File: src/rtl/core/fdjq_pkg.sv
// fdjq_pkg: shared types and constants of the deadline job queue
// no dependencies; imported by fdjq_serve_unit and fifo_deadline_job_queue
package fdjq_pkg;

	localparam int ID_W   = 16;
	localparam int TIME_W = 24;
	localparam int EVT_W  = 25;
	localparam int CAP_W  = 3;

	// opcodes of an input item
	localparam logic OP_OFFER = 1'b0;
	localparam logic OP_DRAIN = 1'b1;

	// outcome codes of a result
	localparam logic OUTCOME_DONE  = 1'b0;
	localparam logic OUTCOME_ABORT = 1'b1;

	localparam logic [CAP_W-1:0] CAP_RESET = 3'd3;

	typedef struct packed {
		logic              opcode;
		logic [ID_W-1:0]   job_id;
		logic [TIME_W-1:0] arrival_time;
		logic [TIME_W-1:0] run_length;
		logic [TIME_W-1:0] deadline;
	} in_item_t;

	typedef struct packed {
		logic             outcome;
		logic [ID_W-1:0]  done_job_id;
		logic [EVT_W-1:0] event_time;
		logic [EVT_W-1:0] wait_delay;
		logic             last;
	} out_item_t;

	// one waiting job as held in the queue memory
	typedef struct packed {
		logic [ID_W-1:0]   job_id;
		logic [TIME_W-1:0] arrival_time;
		logic [TIME_W-1:0] run_length;
		logic [TIME_W-1:0] deadline;
	} slot_t;

endpackage

File: src/rtl/core/fifo_deadline_job_queue.sv
// fifo_deadline_job_queue: single-server fifo job queue with deadlines
// depends on fdjq_pkg and fdjq_serve_unit
//
// usage
//  - item channel (item_valid/item_ready/item): offer a job or drain the queue
//  - result channel (result_valid/result_ready/result): one transfer per
//    completed, aborted or rejected job; last marks the final result of an item
//  - cfg channel (cfg_valid/cfg_ready/cfg_data): writes queue_capacity, taken
//    at any time but meant only while the block is idle
//  - one item at a time: item_ready is high only while the sequencer is idle
//  - each served job passes in turn through decide and read, the shared serve
//    unit and hand off; a result stall can hold the hand-off, and item_ready
//    stays low until the whole item is finished and the sequencer is idle
//  - results are held one back in a pending register so that the last flag
//    is known before the result reaches the output register
//  - an offered job that is queued gives no result of its own
//  - a stall on result_ready holds the sequencer at its next hand-off; the
//    output register keeps its transfer stable meanwhile
//  - reset empties the queue, zeroes the server free time and sets the
//    capacity to 3; queue memory contents are not cleared
module fifo_deadline_job_queue #(
	parameter int QUEUE_DEPTH = 4
) (
	input  logic                        clk,
	input  logic                        arst_n,
	input  logic                        item_valid,
	output logic                        item_ready,
	input  fdjq_pkg::in_item_t          item,
	output logic                        result_valid,
	input  logic                        result_ready,
	output fdjq_pkg::out_item_t         result,
	input  logic                        cfg_valid,
	output logic                        cfg_ready,
	input  logic [fdjq_pkg::CAP_W-1:0]  cfg_data
);
	import fdjq_pkg::*;

	localparam int IDX_W = (QUEUE_DEPTH > 1) ? $clog2(QUEUE_DEPTH) : 1;
	localparam int CNT_W = $clog2(QUEUE_DEPTH + 1);
	localparam int CMP_W = (CNT_W > CAP_W) ? CNT_W : CAP_W;

	// sequencer states
	localparam logic [2:0] ST_IDLE  = 3'd0;
	localparam logic [2:0] ST_EVAL  = 3'd1;
	localparam logic [2:0] ST_CALC  = 3'd2;
	localparam logic [2:0] ST_PUT   = 3'd3;
	localparam logic [2:0] ST_FLUSH = 3'd4;

	logic [2:0]       state_q;
	logic [CAP_W-1:0] cap_q;
	logic [CNT_W-1:0] waiting_q;
	logic [IDX_W-1:0] head_q;
	logic [EVT_W-1:0] free_q;
	logic             final_q;
	logic             pend_valid_q;
	logic             out_valid_q;

	in_item_t         item_q;
	out_item_t        new_q;
	out_item_t        pend_q;
	out_item_t        out_q;
	slot_t            rd_q;
	slot_t            mem [QUEUE_DEPTH];

	logic             arr_ge_f;
	logic             has_room;
	logic             do_serve;
	logic             do_start;
	logic             do_enq;
	logic             do_reject;
	logic             out_free;
	logic             put_go;
	logic             flush_go;
	logic [EVT_W-1:0] start_sum;
	logic [IDX_W:0]   tail_sum;
	logic [IDX_W-1:0] tail;
	logic [IDX_W-1:0] head_next;
	slot_t            slot_wr;
	out_item_t        serve_res;
	logic [EVT_W-1:0] serve_free;
	out_item_t        out_next;

	fdjq_serve_unit u_serve (
		.slot      (rd_q),
		.free_time (free_q),
		.res       (serve_res),
		.free_next (serve_free)
	);

	assign item_ready   = (state_q == ST_IDLE);
	assign cfg_ready    = 1'b1;
	assign result_valid = out_valid_q;
	assign result       = out_q;

	always_comb begin
		arr_ge_f  = EVT_W'(item_q.arrival_time) >= free_q;
		// effective capacity is the smaller of register and depth
		has_room  = (CMP_W'(waiting_q) < CMP_W'(cap_q)) &&
			(waiting_q < CNT_W'(QUEUE_DEPTH));
		do_serve  = (state_q == ST_EVAL) && (waiting_q != '0) &&
			((item_q.opcode == OP_DRAIN) || arr_ge_f);
		do_start  = (state_q == ST_EVAL) && !do_serve &&
			(item_q.opcode == OP_OFFER) && arr_ge_f;
		do_enq    = (state_q == ST_EVAL) && (item_q.opcode == OP_OFFER) &&
			!arr_ge_f && has_room;
		do_reject = (state_q == ST_EVAL) && (item_q.opcode == OP_OFFER) &&
			!arr_ge_f && !has_room;
		out_free  = !out_valid_q || result_ready;
		put_go    = (state_q == ST_PUT) && (!pend_valid_q || out_free);
		flush_go  = (state_q == ST_FLUSH) && (!pend_valid_q || out_free);
		start_sum = EVT_W'(item_q.arrival_time) + EVT_W'(item_q.run_length);

		// tail = (head + waiting) mod depth, sum stays below twice the depth
		tail_sum = (IDX_W+1)'(head_q) + (IDX_W+1)'(waiting_q);
		if (tail_sum >= (IDX_W+1)'(QUEUE_DEPTH))
			tail = IDX_W'(tail_sum - (IDX_W+1)'(QUEUE_DEPTH));
		else
			tail = IDX_W'(tail_sum);

		if (head_q == IDX_W'(QUEUE_DEPTH - 1))
			head_next = '0;
		else
			head_next = head_q + IDX_W'(1);

		slot_wr.job_id       = item_q.job_id;
		slot_wr.arrival_time = item_q.arrival_time;
		slot_wr.run_length   = item_q.run_length;
		slot_wr.deadline     = item_q.deadline;

		// only the flush hand-off carries the final result of an item
		out_next      = pend_q;
		out_next.last = flush_go;
	end

	// queue memory, registered read of the head slot
	always_ff @(posedge clk) begin
		if (do_enq)
			mem[tail] <= slot_wr;
		if (do_serve)
			rd_q <= mem[head_q];
	end

	// sequencer and queue bookkeeping
	always_ff @(posedge clk or negedge arst_n) begin
		if (!arst_n) begin
			state_q      <= ST_IDLE;
			cap_q        <= CAP_RESET;
			waiting_q    <= '0;
			head_q       <= '0;
			free_q       <= '0;
			final_q      <= 1'b0;
			pend_valid_q <= 1'b0;
			out_valid_q  <= 1'b0;
		end else begin
			if (cfg_valid && cfg_ready)
				cap_q <= cfg_data;

			case (state_q)
				ST_IDLE: begin
					if (item_valid)
						state_q <= ST_EVAL;
				end
				ST_EVAL: begin
					if (do_serve) begin
						state_q <= ST_CALC;
					end else if (do_start) begin
						free_q  <= start_sum;
						final_q <= 1'b1;
						state_q <= ST_PUT;
					end else if (do_reject) begin
						final_q <= 1'b1;
						state_q <= ST_PUT;
					end else if (do_enq) begin
						waiting_q <= waiting_q + CNT_W'(1);
						state_q   <= ST_FLUSH;
					end else begin
						// drain found the queue empty
						state_q <= ST_FLUSH;
					end
				end
				ST_CALC: begin
					free_q    <= serve_free;
					head_q    <= head_next;
					waiting_q <= waiting_q - CNT_W'(1);
					final_q   <= 1'b0;
					state_q   <= ST_PUT;
				end
				ST_PUT: begin
					if (put_go) begin
						pend_valid_q <= 1'b1;
						state_q      <= final_q ? ST_FLUSH : ST_EVAL;
					end
				end
				ST_FLUSH: begin
					if (flush_go) begin
						pend_valid_q <= 1'b0;
						state_q      <= ST_IDLE;
					end
				end
				default: begin
					state_q <= ST_IDLE;
				end
			endcase

			// output register: load from pending, else clear on transfer
			if ((put_go || flush_go) && pend_valid_q)
				out_valid_q <= 1'b1;
			else if (result_ready)
				out_valid_q <= 1'b0;
		end
	end

	// payload registers
	always_ff @(posedge clk) begin
		if (item_valid && item_ready)
			item_q <= item;

		if (do_start) begin
			new_q.outcome     <= OUTCOME_DONE;
			new_q.done_job_id <= item_q.job_id;
			new_q.event_time  <= start_sum;
			new_q.wait_delay  <= '0;
			new_q.last        <= 1'b0;
		end else if (do_reject) begin
			new_q.outcome     <= OUTCOME_ABORT;
			new_q.done_job_id <= item_q.job_id;
			new_q.event_time  <= EVT_W'(item_q.arrival_time);
			new_q.wait_delay  <= '0;
			new_q.last        <= 1'b0;
		end else if (state_q == ST_CALC) begin
			new_q <= serve_res;
		end

		if (put_go)
			pend_q <= new_q;

		if ((put_go || flush_go) && pend_valid_q)
			out_q <= out_next;
	end

endmodule

File: src/rtl/core/fdjq_serve_unit.sv
// fdjq_serve_unit: serves one waiting job against the server free time
// depends on fdjq_pkg
module fdjq_serve_unit (
	input  fdjq_pkg::slot_t         slot,
	input  logic [24:0]             free_time,
	output fdjq_pkg::out_item_t     res,
	output logic [24:0]             free_next
);
	import fdjq_pkg::*;

	logic [EVT_W:0]   finish;
	logic             overrun;
	logic             free_before_dl;
	logic [EVT_W-1:0] dl_ext;
	logic [EVT_W-1:0] arr_ext;

	always_comb begin
		dl_ext         = EVT_W'(slot.deadline);
		arr_ext        = EVT_W'(slot.arrival_time);
		finish         = (EVT_W+1)'(free_time) + (EVT_W+1)'(slot.run_length);
		overrun        = finish > (EVT_W+1)'(slot.deadline);
		free_before_dl = free_time < dl_ext;

		res.done_job_id = slot.job_id;
		res.last        = 1'b0;
		if (overrun && free_before_dl) begin
			// cut off at the deadline
			res.outcome    = OUTCOME_ABORT;
			res.event_time = dl_ext;
			res.wait_delay = dl_ext - arr_ext;
			free_next      = dl_ext;
		end else if (overrun) begin
			// deadline already gone when the server frees up
			res.outcome    = OUTCOME_ABORT;
			res.event_time = free_time;
			res.wait_delay = free_time - arr_ext;
			free_next      = free_time;
		end else begin
			res.outcome    = OUTCOME_DONE;
			res.event_time = finish[EVT_W-1:0];
			res.wait_delay = free_time - arr_ext;
			free_next      = finish[EVT_W-1:0];
		end
	end

endmodule
File: config.mk
export PLATFORM = sky130hd
export DESIGN_NAME = fifo_deadline_job_queue
export DESIGN_NICKNAME = d
export VERILOG_FILES = /design/src/rtl/core/fdjq_pkg.sv /design/src/rtl/core/fifo_deadline_job_queue.sv /design/src/rtl/core/fdjq_serve_unit.sv
export SDC_FILE = /design/constraint.sdc
export NUM_CORES = 1
export LEC_CHECK = 0
export BUFFER_PORTS_ARGS = -buffer_cell sky130_fd_sc_hd__clkbuf_2
export CORE_AREA = 2 2 287 218
export DETAILED_ROUTE_END_ITERATION = 8
export DIE_AREA = 0 0 289 220
export PLACE_DENSITY = 0.79
export SYNTH_ARGS = -nofsm -noshare
export SYNTH_HDL_FRONTEND = slang
export SYNTH_SLANG_ARGS = --single-unit
File: constraint.sdc
create_clock -name clk -period 23.1 [get_ports clk]
set_input_delay 3.465 -clock clk [delete_from_list [all_inputs] [get_ports clk]]
set_output_delay 3.465 -clock clk [all_outputs]
set_load 0.05 [all_outputs]
==> key figures <==
Outcome
  • Result of the run: finished clean

Route
  • Wire per inst: 25.9 um
  • First-pass detailed-route iteration total: 5
  • Remaining DRCs: 0
  • Wire length reported by the detailed router: 80500 um
  • Antenna-violating nets left: 0
  • Vias per cell: 6.04
  • Total via count in the routed design: 18800
  • Iteration-0 DRC count of the detailed router: 2108

Final layout
  • Final design utilization: approximately three fifths
  • Nets: ~2500
  • Most common cell after layout, fill and taps aside: edfxtp_1
  • Most used cells in the layout excluding fill and tap cells: edfxtp_1 (705), clkbuf_2 (166), ha_1 (147)
  • Fill cell instance count of the final layout: 4472
  • Area growth from synthesis to final layout: 13.1%
  • Layout cell share with drive strength beyond 1: 18.6%

Critical path
  • Critical path's slowest cell: nand2_1
  • FF-to-FF path depth: 32
  • Setup slack of the most critical reg-to-reg path: 14.57 ns
  • R2r endpoint: new_q[25]
  • Most used cell, CP: o21ai_0
  • Highest fanout seen on the critical path: 25
  • Worst setup path start: free_q[3]
  • Nature of the critical path startpoint: register
  • Required time worst endpoint: 23.58 ns
  • Critical path class: register to register
  • Capturing element type of the critical path: register
  • Longest individual stage delay on the worst path: 0.66 ns
  • End point of the critical path: new_q[25]
  • Reg-to-reg critical path startpoint: free_q[3]
  • Arrival time reported for the critical path endpoint: between 9 and 10 ns

Logic synthesis
  • Synthesized Nets: 2288
  • Portion of the post-synthesis area used by sequential elements: 69.7%
  • Library cell with the largest summed area after synthesis: edfxtp_1
  • Mean area per synthesized cell: 15.9 um2
  • Leading register cell type out of synthesis: edfxtp_1
  • Number of flip-flops and latches in the synthesized netlist: 770
  • Total of warnings raised by yosys: 0
  • Yosys cell types: 78
  • Fraction of registers with async set/reset: around 5.1%
  • Mapped cell area: 32500 um2
  • Post-synth EDFFs: 705
  • Top cell type's share of synthesized area: 65.1%
  • Leading cell types by total area after synthesis: edfxtp_1 (65%), mux4_2 (6.1%), ha_1 (5.7%)
  • Number of instances in the synthesized netlist: between 2000 and 2500

STA
  • Worst slew pin tran: about 1.3 ns
  • Fin Setup TNS: 0 ns
  • Portion of the clock cycle consumed by the worst path in the final layout: between 30% and 40%
  • Max-slew violation total from the final report: 0
  • RSZ-0062 raised after global routing: false
  • Hold Fails Final Rpt: 0
  • Worst slew margin relative to its limit: between 10% and 20%
  • Min cycle time layout: 8.53 ns
  • Setup Viol. Count Final: 0
  • Maximum frequency from static timing analysis: about 120 MHz
  • Final clock skew: between 0.02 and 0.03 ns
  • Final worst-path setup slack: 14.57 ns

CTS
  • Clock buffer count from CTS: 74
  • TritonCTS Sinks: 770
  • Largest buffer count on any clock path: 3
  • Clock Root Buffer: clkbuf_16
  • Post-CTS resize count: 0
  • Number of levels the H-tree was split into: 3
  • Clock Latency Late Sink: 0.63 ns
  • Clk pin slew, worst setup/hold paths: 0.07 ns
  • CTS tree: done
  • Post-CTS Setup Repair Bufs: 0
  • Number of buffers inserted for hold repair after clock tree synthesis: 0

Placed design
  • Dpl ws: 14.76 ns
  • Final Wtd Congestion: 0.952
  • HPWL reported at the end of detailed placement: 55700 um
  • Count of input and output buffers: 166

Die
  • Placement row count: 79
  • IO Count: approximately 170
  • Core area: 61100 um2
  • Horiz. Die Dim: 289 um
  • Vertical extent of the die: approximately 220 um
  • Initial Utilization: 53.2%
  • Overall die area: 63600 um2

Flow run
  • Number of max-cap violations: 0

GRT
  • First-pass GRT wire length: 117000 um
  • Via count of the first global-routing pass: 18200
  • Total gr overflow: 0
  • Largest net degree at the start of global routing: 65
  • GRT Resource Usage Total: 25.6%
  • Number of antenna violations at the first check in global routing: 3

Min path
  • Class of the tightest hold or removal check: register to register
[cell type report]
cell class              instances  area [um2]  share of cell area [%]
well taps                     810        1010                    2.76
repair buffers                192        1030                    2.79
multi-input cells            1096        9220                    25.1
flip-flops and latches        770       22700                    61.7
diodes                          1        2.50                 0.00681
clock inverters                38         382                    1.04
inverters                     108         405                    1.10
clock buffers                  97        2040                    5.55
[through the flow]
step                hold WS (ns)  area (um2)  std cells
global route               0.422       36800       3111
detailed placement         0.405       34300       2976
CTS                        0.414       36800       3111
floorplan                  0.400       32500       2040
finish                     0.416       36800       3112
global placement           0.402       34300       2976
[critical path: cells and delay by family, from the launching register on]
kind	cells	cell delay [ns]
AOI/OAI and AO/OA	19	4.46
adders and majority gates	4	1.13
DFF	1	0.45
xor gates and xnor gates	2	0.39
buffers and inverters	3	0.55
and+or+nand+nor	4	1.39
[sequential cells by signal (all words and copies together) (netlist names)]
| register | flops |
|---|---|
| mem | 352 |
| rd_q | 88 |
| pend_valid_q | 1 |
| free_q | 25 |
| result_valid | 1 |
| item_q | 89 |
| waiting_q | 3 |
| new_q | 67 |
| out_next | 67 |
| head_q | 2 |
| result | 68 |
| cap_q | 3 |
| state_q | 3 |
| final_q | 1 |
[cell usage after synthesis (7+ instances only)]
cell and n:
nor2b_1 16, o21ai_0 87, nand2b_1 11, a31oi_1 10
o21ai_1 29, dfxtp_1 26, xor2_1 27, o31a_1 7
a22o_1 20, a21boi_0 9, nor2_1 96, clkbuf_1 30
and2_1 11, and3_1 8, nand3_1 21, edfxtp_1 705
a221o_1 17, inv_1 108, buf_1 15, o21a_1 16
nand4_1 13, buf_2 12, a211oi_1 20, mux2i_1 22
dfrtp_1 37, xnor2_1 32, or3_1 10, o211ai_1 10
ha_1 147, nor3_1 28, o21bai_1 7, nand2_1 102
mux4_2 88, a21oi_1 109, a21o_1 43
[kinds of logic (layout without fill, tap and decap cells)]
logic type	count (synthesis)	in the layout	synth area share (%)
other	1	2	0.0115
multiplexers	112	112	6.84
XOR/XNOR	59	59	1.59
buffers and inverters	174	435	2.17
adder cells (fa/ha/maj)	151	151	5.90
flip-flops	770	770	69.7
AO/OA/AOI/OAI	439	439	8.98
AND/OR/NAND/NOR	334	334	4.79
[metal layers]
metal  up-vias  wire length [um]  track usage [%]  share of wire, %
li1       8363                 -                -                 -
met1      9489             37300             40.0                46
met2       857             34500             36.6                43
met3        99              7130             5.47               8.9
met4         0              1620             6.27               2.0
met5         -                 0                0                 0
[worst min-delay path by stage]
stage | from | end | slack (ns) | depth (start not counted)
4_1_cts | out_next[33] | result[33] | 0.41 | 0
2_1_floorplan | new_q[26] | out_next[26] | 0.40 | 0
5_1_grt | out_next[63] | result[63] | 0.42 | 0
3_3_place_gp | new_q[66] | out_next[66] | 0.40 | 0
6_report | out_next[33] | result[33] | 0.42 | 0
3_5_place_dp | out_next[45] | result[45] | 0.40 | 0
Power is left out: the tool's default activity adds up to more than one toggle a clock period on the data nets, which glitch-free logic cannot reach.
